**config.mk**
```make
export PLATFORM = sky130hd
export DESIGN_NAME = scalar_kalman_filter_unit
export DESIGN_NICKNAME = d
export VERILOG_FILES = /design/src/rtl/skf_pkg.sv /design/src/rtl/skf_cfg.sv /design/src/rtl/skf_ctrl.sv /design/src/rtl/skf_dp.sv /design/src/rtl/scalar_kalman_filter_unit.sv
export SDC_FILE = /design/constraint.sdc
export NUM_CORES = 2
export LEC_CHECK = 0
export BUFFER_PORTS_ARGS = -buffer_cell sky130_fd_sc_hd__buf_2
export CORE_ASPECT_RATIO = 1.1
export CORE_MARGIN = 4
export CORE_UTILIZATION = 69
export CTS_CLUSTER_SIZE = 16
export DETAILED_ROUTE_END_ITERATION = 10
export PLACE_DENSITY_LB_ADDON = 0.2
export SYNTH_ARGS = -nofsm -noshare
export SYNTH_HDL_FRONTEND = slang
export SYNTH_SLANG_ARGS = --single-unit
```
**constraint.sdc**
```tcl
create_clock -name clk -period 27.9 [get_ports clk]
set_input_delay 5.58 -clock clk [delete_from_list [all_inputs] [get_ports clk]]
set_output_delay 5.58 -clock clk [all_outputs]
set_load 0.01 [all_outputs]
```
**src/rtl/skf_pkg.sv**
```systemverilog
// Shared types, constants and command codes of the scalar Kalman filter.
`timescale 1ns / 1ps
package skf_pkg;

  localparam int SAMPLE_W        = 32;
  localparam int VAR_W           = 48;
  localparam int GAIN_FRAC_BITS  = 24;
  localparam int GAIN_W          = GAIN_FRAC_BITS + 1;
  localparam int DEN_W           = VAR_W + 1;
  localparam int MAG_W           = SAMPLE_W + 1;
  localparam int CHUNK_W         = VAR_W / 2;
  localparam int PROD_W          = GAIN_W + CHUNK_W;
  localparam int CNT_W           = $clog2(GAIN_FRAC_BITS + 1);
  localparam int CFG_IDX_W       = 3;

  localparam logic [GAIN_W-1:0]   GAIN_ONE  = GAIN_W'(1) << GAIN_FRAC_BITS;
  localparam logic [PROD_W:0]     GAIN_HALF = (PROD_W + 1)'(1) << (GAIN_FRAC_BITS - 1);
  localparam logic [VAR_W-1:0]    VAR_MAX   = {VAR_W{1'b1}};
  localparam logic [CNT_W-1:0]    DIV_LAST  = CNT_W'(GAIN_FRAC_BITS);

  // Register indexes of the configuration port.
  localparam logic [CFG_IDX_W-1:0] REG_PROCESS_NOISE       = 3'd0;
  localparam logic [CFG_IDX_W-1:0] REG_MEASUREMENT_NOISE   = 3'd1;
  localparam logic [CFG_IDX_W-1:0] REG_INITIAL_UNCERTAINTY = 3'd2;
  localparam logic [CFG_IDX_W-1:0] REG_INITIAL_ESTIMATE    = 3'd3;

  localparam logic [VAR_W-1:0]           PROCESS_NOISE_RST       = 48'd429497;
  localparam logic [VAR_W-1:0]           MEASUREMENT_NOISE_RST   = 48'd42949673;
  localparam logic [VAR_W-1:0]           INITIAL_UNCERTAINTY_RST = 48'd42949672960000;
  localparam logic signed [SAMPLE_W-1:0] INITIAL_ESTIMATE_RST    = 32'sd655360;

  typedef struct packed {
    logic signed [SAMPLE_W-1:0] measurement;
    logic                       first_sample;
  } meas_t;

  typedef struct packed {
    logic signed [SAMPLE_W-1:0] estimate;
    logic [GAIN_W-1:0]          gain;
    logic [VAR_W-1:0]           uncertainty;
  } res_t;

  typedef struct packed {
    logic [VAR_W-1:0]           process_noise;
    logic [VAR_W-1:0]           measurement_noise;
    logic [VAR_W-1:0]           initial_uncertainty;
    logic signed [SAMPLE_W-1:0] initial_estimate;
  } cfg_t;

  typedef enum logic [3:0] {
    DP_NOP,
    DP_ACCEPT,
    DP_LOAD,
    DP_DIV,
    DP_MUL_EL,
    DP_MUL_EH,
    DP_MUL_VL,
    DP_MUL_VH,
    DP_SUM,
    DP_FIN
  } dp_op_t;

  typedef struct packed {
    dp_op_t op;
    logic   div_first;
  } dp_cmd_t;

  typedef enum logic [3:0] {
    ST_IDLE,
    ST_LOAD,
    ST_DIV,
    ST_EL,
    ST_EH,
    ST_VL,
    ST_VH,
    ST_SUM,
    ST_FIN
  } state_t;

endpackage

```
**src/rtl/skf_cfg.sv**
```systemverilog
// Configuration register file of the scalar Kalman filter.
`timescale 1ns / 1ps
module skf_cfg import skf_pkg::*; (
  input  logic                 clk,
  input  logic                 rst,
  input  logic                 cfg_valid,
  output logic                 cfg_ready,
  input  logic [CFG_IDX_W-1:0] cfg_index,
  input  logic [VAR_W-1:0]     cfg_data,
  output cfg_t                 cfg
);

  assign cfg_ready = 1'b1;

  always_ff @(posedge clk) begin
    if (rst) begin
      cfg.process_noise       <= PROCESS_NOISE_RST;
      cfg.measurement_noise   <= MEASUREMENT_NOISE_RST;
      cfg.initial_uncertainty <= INITIAL_UNCERTAINTY_RST;
      cfg.initial_estimate    <= INITIAL_ESTIMATE_RST;
    end else if (cfg_valid && cfg_ready) begin
      case (cfg_index)
        REG_PROCESS_NOISE:       cfg.process_noise       <= cfg_data;
        REG_MEASUREMENT_NOISE:   cfg.measurement_noise   <= cfg_data;
        REG_INITIAL_UNCERTAINTY: cfg.initial_uncertainty <= cfg_data;
        REG_INITIAL_ESTIMATE:    cfg.initial_estimate    <= signed'(cfg_data[SAMPLE_W-1:0]);
        default: begin
        end
      endcase
    end
  end

endmodule

```
**src/rtl/skf_ctrl.sv**
```systemverilog
// Sequencing state machine of the scalar Kalman filter.
`timescale 1ns / 1ps
module skf_ctrl import skf_pkg::*; (
  input  logic    clk,
  input  logic    rst,
  input  logic    meas_valid,
  output logic    meas_stall,
  output logic    res_valid,
  input  logic    res_stall,
  output dp_cmd_t cmd
);

  state_t           state, state_next;
  logic [CNT_W-1:0] cnt, cnt_next;
  logic             res_valid_next;
  logic             out_free;

  assign out_free   = !res_valid || !res_stall;
  assign meas_stall = (state != ST_IDLE);

  always_ff @(posedge clk) begin
    if (rst) begin
      state     <= ST_IDLE;
      cnt       <= '0;
      res_valid <= 1'b0;
    end else begin
      state     <= state_next;
      cnt       <= cnt_next;
      res_valid <= res_valid_next;
    end
  end

  always_comb begin
    state_next     = state;
    cnt_next       = cnt;
    res_valid_next = res_valid && res_stall;
    cmd.op         = DP_NOP;
    cmd.div_first  = (cnt == '0);
    case (state)
      ST_IDLE: begin
        if (meas_valid) begin
          cmd.op     = DP_ACCEPT;
          state_next = ST_LOAD;
        end
      end
      ST_LOAD: begin
        cmd.op     = DP_LOAD;
        cnt_next   = '0;
        state_next = ST_DIV;
      end
      ST_DIV: begin
        // One quotient bit per cycle, the integer bit first.
        cmd.op   = DP_DIV;
        cnt_next = cnt + CNT_W'(1);
        if (cnt == DIV_LAST) begin
          state_next = ST_EL;
        end
      end
      ST_EL: begin
        cmd.op     = DP_MUL_EL;
        state_next = ST_EH;
      end
      ST_EH: begin
        cmd.op     = DP_MUL_EH;
        state_next = ST_VL;
      end
      ST_VL: begin
        cmd.op     = DP_MUL_VL;
        state_next = ST_VH;
      end
      ST_VH: begin
        cmd.op     = DP_MUL_VH;
        state_next = ST_SUM;
      end
      ST_SUM: begin
        cmd.op     = DP_SUM;
        state_next = ST_FIN;
      end
      ST_FIN: begin
        if (out_free) begin
          cmd.op         = DP_FIN;
          res_valid_next = 1'b1;
          state_next     = ST_IDLE;
        end
      end
      default: begin
        state_next = ST_IDLE;
      end
    endcase
  end

endmodule

```
**src/rtl/skf_dp.sv**
```systemverilog
// Datapath of the scalar Kalman filter: state, serial divider and shared multiplier.
`timescale 1ns / 1ps
module skf_dp import skf_pkg::*; (
  input  logic    clk,
  input  logic    rst,
  input  dp_cmd_t cmd,
  input  meas_t   meas,
  input  cfg_t    cfg,
  output res_t    res
);

  logic signed [SAMPLE_W-1:0] z;
  logic signed [SAMPLE_W-1:0] x;
  logic [VAR_W-1:0]           p;
  logic [DEN_W-1:0]           den;
  logic                       den_zero;
  logic [DEN_W-1:0]           rem;
  logic [GAIN_W-1:0]          quo;
  logic                       neg;
  logic [MAG_W-1:0]           mag;
  logic [PROD_W-1:0]          prod;
  logic [GAIN_W:0]            acc_e;
  logic [MAG_W-1:0]           delta;
  logic [GAIN_W-1:0]          acc_v;
  logic [PROD_W-1:0]          sum_v;
  logic signed [SAMPLE_W-1:0] est_new;

  logic [GAIN_W-1:0]          g_use;
  logic [GAIN_W-1:0]          mul_a;
  logic [CHUNK_W-1:0]         mul_b;
  logic [DEN_W:0]             shifted;
  logic                       fits;
  logic signed [MAG_W-1:0]    innov;
  logic signed [MAG_W:0]      nx;
  logic [PROD_W:0]            np;
  logic [VAR_W-1:0]           np_sat;
  logic [PROD_W:0]            round_sum;

  // A zero total variance gives a zero gain, which leaves the estimate unchanged.
  assign g_use = den_zero ? '0 : quo;

  assign shifted = cmd.div_first ? {1'b0, rem} : {rem, 1'b0};
  assign fits    = (shifted >= {1'b0, den});
  assign innov   = MAG_W'(z) - MAG_W'(x);

  always_comb begin
    mul_a = g_use;
    mul_b = mag[CHUNK_W-1:0];
    case (cmd.op)
      DP_MUL_EH: mul_b = CHUNK_W'(mag[MAG_W-1:CHUNK_W]);
      DP_MUL_VL: begin
        mul_a = GAIN_ONE - g_use;
        mul_b = p[CHUNK_W-1:0];
      end
      DP_MUL_VH: begin
        mul_a = GAIN_ONE - g_use;
        mul_b = p[VAR_W-1:CHUNK_W];
      end
      default: begin
      end
    endcase
  end

  assign round_sum = {1'b0, prod} + GAIN_HALF;

  always_comb begin
    if (neg) begin
      nx = (MAG_W + 1)'(x) - signed'({1'b0, delta});
    end else begin
      nx = (MAG_W + 1)'(x) + signed'({1'b0, delta});
    end
  end

  assign np     = {1'b0, sum_v} + (PROD_W + 1)'(cfg.process_noise);
  assign np_sat = (np > (PROD_W + 1)'(VAR_MAX)) ? VAR_MAX : np[VAR_W-1:0];

  always_ff @(posedge clk) begin
    if (rst) begin
      x <= INITIAL_ESTIMATE_RST;
      p <= INITIAL_UNCERTAINTY_RST;
    end else begin
      case (cmd.op)
        DP_ACCEPT: begin
          if (meas.first_sample) begin
            x <= cfg.initial_estimate;
            p <= cfg.initial_uncertainty;
          end
        end
        DP_FIN: begin
          x <= est_new;
          p <= np_sat;
        end
        default: begin
        end
      endcase
    end
  end

  always_ff @(posedge clk) begin
    case (cmd.op)
      DP_ACCEPT: z <= meas.measurement;
      DP_LOAD: begin
        den      <= {1'b0, p} + {1'b0, cfg.measurement_noise};
        den_zero <= (p == '0) && (cfg.measurement_noise == '0);
        rem      <= {1'b0, p};
        quo      <= '0;
        neg      <= innov[MAG_W-1];
        mag      <= innov[MAG_W-1] ? MAG_W'(-innov) : MAG_W'(innov);
      end
      DP_DIV: begin
        quo <= {quo[GAIN_W-2:0], fits};
        rem <= fits ? DEN_W'(shifted - {1'b0, den}) : shifted[DEN_W-1:0];
      end
      DP_MUL_EL: prod <= PROD_W'(mul_a * mul_b);
      DP_MUL_EH: begin
        prod  <= PROD_W'(mul_a * mul_b);
        acc_e <= round_sum[PROD_W:GAIN_FRAC_BITS];
      end
      DP_MUL_VL: begin
        prod  <= PROD_W'(mul_a * mul_b);
        delta <= MAG_W'(PROD_W'(acc_e) + prod);
      end
      DP_MUL_VH: begin
        prod  <= PROD_W'(mul_a * mul_b);
        acc_v <= prod[PROD_W-1:GAIN_FRAC_BITS];
        if (nx > (MAG_W + 1)'(32'sh7fffffff)) begin
          est_new <= 32'sh7fffffff;
        end else if (nx < -(MAG_W + 1)'(33'sh080000000)) begin
          est_new <= 32'sh80000000;
        end else begin
          est_new <= nx[SAMPLE_W-1:0];
        end
      end
      DP_SUM: sum_v <= PROD_W'(acc_v) + prod;
      DP_FIN: begin
        res.estimate    <= est_new;
        res.gain        <= g_use;
        res.uncertainty <= np_sat;
      end
      default: begin
      end
    endcase
  end

endmodule

```
**src/rtl/scalar_kalman_filter_unit.sv**
```systemverilog
// Top level of the scalar Kalman filter.
//
//   channel | handshake              | beat
//   --------+------------------------+---------------------------------------
//   meas    | meas_valid, meas_stall | measurement, first_sample (meas_t)
//   res     | res_valid, res_stall   | estimate, gain, uncertainty (res_t)
//   cfg     | cfg_valid, cfg_ready   | cfg_index, cfg_data (48 bits)
//
// Each item passes through accept, operand load, the restoring divider for the
// gain (one quotient bit a cycle), four passes through the shared 25 x 24
// multiplier, one sum and a finish step that waits for a free result register.
// The next item is taken the cycle after its result is loaded into the result
// register, so a stalled result holds back the following item only at finish.
// Reset is synchronous; it restores the configuration registers and the filter state.
`timescale 1ns / 1ps
module scalar_kalman_filter_unit import skf_pkg::*; (
  input  logic                 clk,
  input  logic                 rst,
  input  logic                 meas_valid,
  output logic                 meas_stall,
  input  meas_t                meas,
  output logic                 res_valid,
  input  logic                 res_stall,
  output res_t                 res,
  input  logic                 cfg_valid,
  output logic                 cfg_ready,
  input  logic [CFG_IDX_W-1:0] cfg_index,
  input  logic [VAR_W-1:0]     cfg_data
);

  cfg_t    cfg;
  dp_cmd_t cmd;

  skf_cfg u_cfg (
    .clk       (clk),
    .rst       (rst),
    .cfg_valid (cfg_valid),
    .cfg_ready (cfg_ready),
    .cfg_index (cfg_index),
    .cfg_data  (cfg_data),
    .cfg       (cfg)
  );

  skf_ctrl u_ctrl (
    .clk        (clk),
    .rst        (rst),
    .meas_valid (meas_valid),
    .meas_stall (meas_stall),
    .res_valid  (res_valid),
    .res_stall  (res_stall),
    .cmd        (cmd)
  );

  skf_dp u_dp (
    .clk  (clk),
    .rst  (rst),
    .cmd  (cmd),
    .meas (meas),
    .cfg  (cfg),
    .res  (res)
  );

endmodule

```
# After elaboration in Yosys (flattened, before gate mapping)
# Cells that the tools add are included.
# classes
muxes	25
addsub	12
n_lt_le_gt_ge	4
n_mul	1
n_reduce_logical	22
eq_ne	25
# ops
op	count
one-hot mux 49 bit (2 select lines)	1
zero test 48 bit	2
two-way mux 32 bit	3
two-way mux 48 bit	2
one-hot mux 48 bit (2 select lines)	1
one-hot mux 24 bit (3 select lines)	1
one-hot mux 4 bit (9 select lines)	2
one-hot mux 32 bit (2 select lines)	1
adder 49 x 24 -> 50 bit (second input constant)	1
adder 49 x 48 -> 50 bit	1
>= comparator 50 x 49 -> 1 bit	1
greater-than comparator 50 x 48 -> 1 bit (second input constant)	1
two-way mux 25 bit	2
two-way mux 50 bit	1
one-hot mux 25 bit (2 select lines)	1
adder 25 x 49 -> 49 bit	1
adder 48 x 48 -> 49 bit	1
multiplier 25 x 24 -> 49 bit	1
two-way mux 49 bit	1
subtractor 49 bit	1
adder 32 x 34 -> 34 bit	1
greater-than comparator 34 x 32 -> 1 bit (second input constant)	1
< comparator 34 x 32 -> 1 bit (second input constant)	1
two-way mux 34 bit	1
30 further kinds	59
# word_totals
output_inout_bits	108
word_cells	115
inputBits	89
register_bits	775

# Longest topological paths before layout
# depth
word_depth	8
mapped_depth	40

# Cells and area by module
# Synthesis repeated with hierarchy kept, for this count alone.
# unflattened
hier_cells	6858
hier_area_um2	65656.7
# by_module_without_submodules
mod	seq_area_each_um2	area_each_um2	cells_per_inst	n_inst
skf_dp	16886.2	58064.4	6140	1
skf_cfg	3523.4	7008.0	653	1
skf_ctrl	200.2	584.3	65	1

# Worst setup path after synthesis
# OpenSTA, ideal clock, no wires.
# synth_path
path_kind	input -> register
from	input port meas_valid
to	register u_dp.prod[43], data pin
setup_ns	0.261
t_required_ns	27.639
t_arrival_ns	13.908
slack_ns	13.731
path_stages	34
path_cell_list	inv_1 > a21oi_1 > a31oi_1 > nor2_1 > clkbuf_1 > clkbuf_1 > mux2i_1 > o21ai_0 > clkbuf_1 > nand2_1 > fa_1 > inv_1 > fa_1 > inv_1 > fa_1 > inv_1 > fa_1 > inv_1 > fa_1 > inv_1 > fa_1 > fa_1 > ha_1 > a21oi_1 > o21ai_0 > a21o_1 > a21oi_1 > nor2b_1 > o311ai_0 > a31oi_1 > nor2_1 > o31ai_1 > nor3_1 > a311o_1
# synth_via
elab_chain_cells	6
word_cells_on_any_way	9
cone_classes	mul (1); eq/ne (3); mux (4); reduce/logical (1)
# synth_lines
element	line	text
start, declared	scalar_kalman_filter_unit.sv:19	input logic meas_valid,
two-way mux 1 bit (*)	skf_ctrl.sv:41	if (meas_valid) begin
one-hot mux 4 bit (9 select lines) (*)	skf_ctrl.sv:39	case (state)
== test 4 x 3 -> 1 bit	skf_dp.sv:49, skf_dp.sv:100	
OR reduction 2 bit (no source line)	n/a	
two-way mux 25 bit	n/a	
multiplier 25 x 24 -> 49 bit (*)	n/a	
end signal, assigned	skf_dp.sv:114	DP_MUL_EL: prod <= PROD_W'(mul_a * mul_b);
end signal, assigned	skf_dp.sv:116	prod <= PROD_W'(mul_a * mul_b);
end signal, assigned	skf_dp.sv:120	prod <= PROD_W'(mul_a * mul_b);
end, declared	skf_dp.sv:21	logic [PROD_W-1:0] prod;
# Mark *: on every way between the ends. The rest lies on a longest branch, timed or not.
# A chain may end at the register's enable or synchronous reset.

# Final worst setup path
# layout_path
from	input port meas_valid
to	register u_dp.prod[47], data pin
# Same word-level chain as after synthesis.

==> results.txt <==
Fin. Hold Viols = 0
RSZ-0062 raised after global routing = false
Die height = 328 um
Ys flop type = edfxtp_1
RR Startpoint = u_dp.den_zero
Detail Placement HPWL = 165 mm
Initial Utilization = 0.694
DR pass1 iterations = 10
Ports = 197
GPL Wtd Cong = 1.03
Worst hold path type = flip-flop to flip-flop
P_leak = 30.4 nW
Yosys warns = 0
CTS tree = done
Worst IR Drop VDD = 0.000437 V
Worst Path Arrival = 14910 ps
Pin count of the biggest net entering global routing = 90
Slew Limit Fails = 0
Mapped Nets = 8008
Number of standard cells after synthesis = 6966
Critical path startpoint category = primary input
Nets@finish = 8092
Syn Std Cell Area = 0.0642 mm^2
Min cycle time layout = 14450 ps
R2R depth = 33
First-pass GRT wire length = 321 mm
IO Port Bufs = 195
Hold Startpoint = u_cfg.cfg[52]
Final antenna-violating net count = 0
CTS sink cnt = 775
Top post-synthesis cells by area = edfxtp_1 24%, fa_1 16%, ha_1 8.6%
Syn avg cell area = 9.22 um^2
Slowest-stage cell, CP = o21ai_1
Iter 0 DRT Violations = 6744
DRC violations left = 0
Global Route Usage Sum = 0.434
R2r setup slk = 16740 ps
Clk buf depth = 3
Initial antenna violation count = 12
CP Data Required Time = 28370 ps
Distinct cells, synth = 93
GRT overflow = 0
Num rows = 117
Share of the synthesized area in the top cell type = 0.238
Clock skew = 41.3 ps
Fin crit share = 0.518
Max stage delay on crit path = 890 ps
Via count = 54600
Critical Path End Type = flip-flop
Die area = 0.0981 mm^2
Hold EP = u_cfg.cfg[52]
CTS Buf Count = 84
Crit path top cell by count = fa_1
Max Cap Viol = 0
Wire per inst = 25.6 um
Vias in the first global route = 52800
Outcome = complete, no violations
Hold bufs inserted after CTS = 0
Worst r2r dst = u_dp.prod[42]
CP Max Fanout = 21
Number of synthesized flops with an enable pin = 509
Setup TNS = 0 ps
Fmax achieved = 69.2 MHz
Asr flop ratio synth = 0
Clock slew at reported path FFs = 60 ps
Layout cells sized above 1 = 0.0833
Cell Pwr Density = 134 mW/mm^2
H-tree Lvls = 3
Area grow syn2layout = 8.19%
Cts repair resizes = 0
WL final = 215 mm
Crit Path Class = primary input to flip-flop
Actual slew at the worst max-slew pin = 1480 ps
Root buf cell = clkbuf_16
Core box area = 0.0925 mm^2
Count of final setup violators = 0
Post-CTS Setup Bufs = 0
Clk_lat worst skew = 690 ps
Sequential share of the synthesized area = 0.321
Largest area contributor in the netlist = edfxtp_1
Yosys reg bits = 775
Die width = 299 um
Hold-critical path depth = 2
Core Util, Final = 0.751
Vias per Instance = 6.52
Slew Limit Headroom = 0.0127
state kept, by name, indices dropped and copies added, names as in the netlist, 5 cells and up:
signal	cells
u_dp.rem	49
u_dp.mag	33
u_dp.acc_e	26
u_ctrl.cnt	5
u_dp.delta	33
u_dp.x	32
u_dp.res	105
u_dp.p	48
u_dp.est_new	32
u_dp.z	32
u_dp.den	49
u_dp.prod	49
u_dp.sum_v	49
u_dp.quo	25
u_dp.acc_v	25
u_cfg.cfg	176
power by group:
group / total (W) / switching (W) / internal [W]
sequential: 0.00171 / 0.000114 / 0.00160
clock: 0.00115 / 0.000501 / 0.000654
combinational: 0.00648 / 0.00398 / 0.00250
total: 0.00934 / 0.00460 / 0.00475
layout by cell type, fill, tap and decap left out, types with 106 or more instances in the layout:
cell type and n:
xnor2_1 256, o21ai_0 244, dfxtp_1 266, buf_2 194, nor2_1 569, a21oi_1 470, edfxtp_1 509, a21o_1 208
nand3_1 126, ha_1 442, nand2_1 948, xor2_1 133, inv_1 760, buf_4 106, fa_1 511
cells by family (layout without fill, tap and decap cells):
group           count (synthesis)  after routing  synth area share
compound gates               1472           1472             0.146
xor+xnor                      407            407            0.0555
fa+ha+maj                     953            953             0.245
buf+inv                      1066           1220            0.0627
flops                         775            775             0.321
mux                           114            114            0.0189
other cells                     1              9         0.0000584
simple gates                 2178           2178             0.151
layer usage:
metal  up-vias  part of all wire  global-route usage
met3       900              0.14               0.126
met5         -           0.00014                   0
li1      23900                 -                   -
met1     26400              0.36               0.562
met2      3502              0.43               0.650
met4         4             0.078               0.265
worst max-delay path: cells and delay by family:
kind	cells	cell delay [ps]
simple gates	6	1350
mux	2	330
fa+ha+maj	8	4190
buf+inv	7	960
compound gates	7	2480
layout make-up:
| class | instances | area [um^2] |
|---|---|---|
| Timing Repair Buffer | 301 | 1780 |
| Fill cell | 6813 | 23000 |
| Inverter | 763 | 2870 |
| Multi-Input combinational cell | 5125 | 39900 |
| Sequential cell | 775 | 20600 |
| Clock buffer | 107 | 2290 |
| Clock inverter | 49 | 523 |
| Tap cell | 1249 | 1560 |
| Antenna cell | 8 | 20.0 |
through the flow:
stage	instance area [um^2]	cells	setup slack, ps	hold WS, ps	power [W]
after floorplan	64200	6966	13730	424	0.00609
after global placement	66700	8213	13270	442	0.00792
after detailed placement	66700	8213	13070	444	0.00804
after CTS	69500	8369	13680	457	0.00926
after global routing	69500	8369	12990	464	0.0100
final	69500	8377	13450	456	0.00934
synthesized netlist by cell type (all sizes together), types with 34 or more instances:
master     n
nand2    948
inv      762
nor2     578
fa       511
edfxtp   509
a21oi    470
ha       442
clkbuf   287
o21ai    268
xnor2    268
dfxtp    266
a21o     208
xor2     139
nand3    126
nor3      80
nand2b    76
nor2b     73
o21a      64
and2      63
a211oi    61
mux2i     58
mux2      56
a22oi     50
a31oi     50
and3      47
nor4      45
nand4     41
o22ai     36
o2bb2ai   34
worst max path at each step:
stage               startpoint             to  cells past startpoint  slack, ps
global route        meas_valid  u_dp.prod[43]                     30      12990
CTS                 meas_valid  u_dp.prod[47]                     33      13680
finish              meas_valid  u_dp.prod[47]                     30      13450
floorplan           meas_valid  u_dp.prod[43]                     34      13730
detailed placement  meas_valid  u_dp.prod[47]                     33      13070
global placement    meas_valid  u_dp.prod[43]                     33      13270
(Power assumes the default switching activity.)
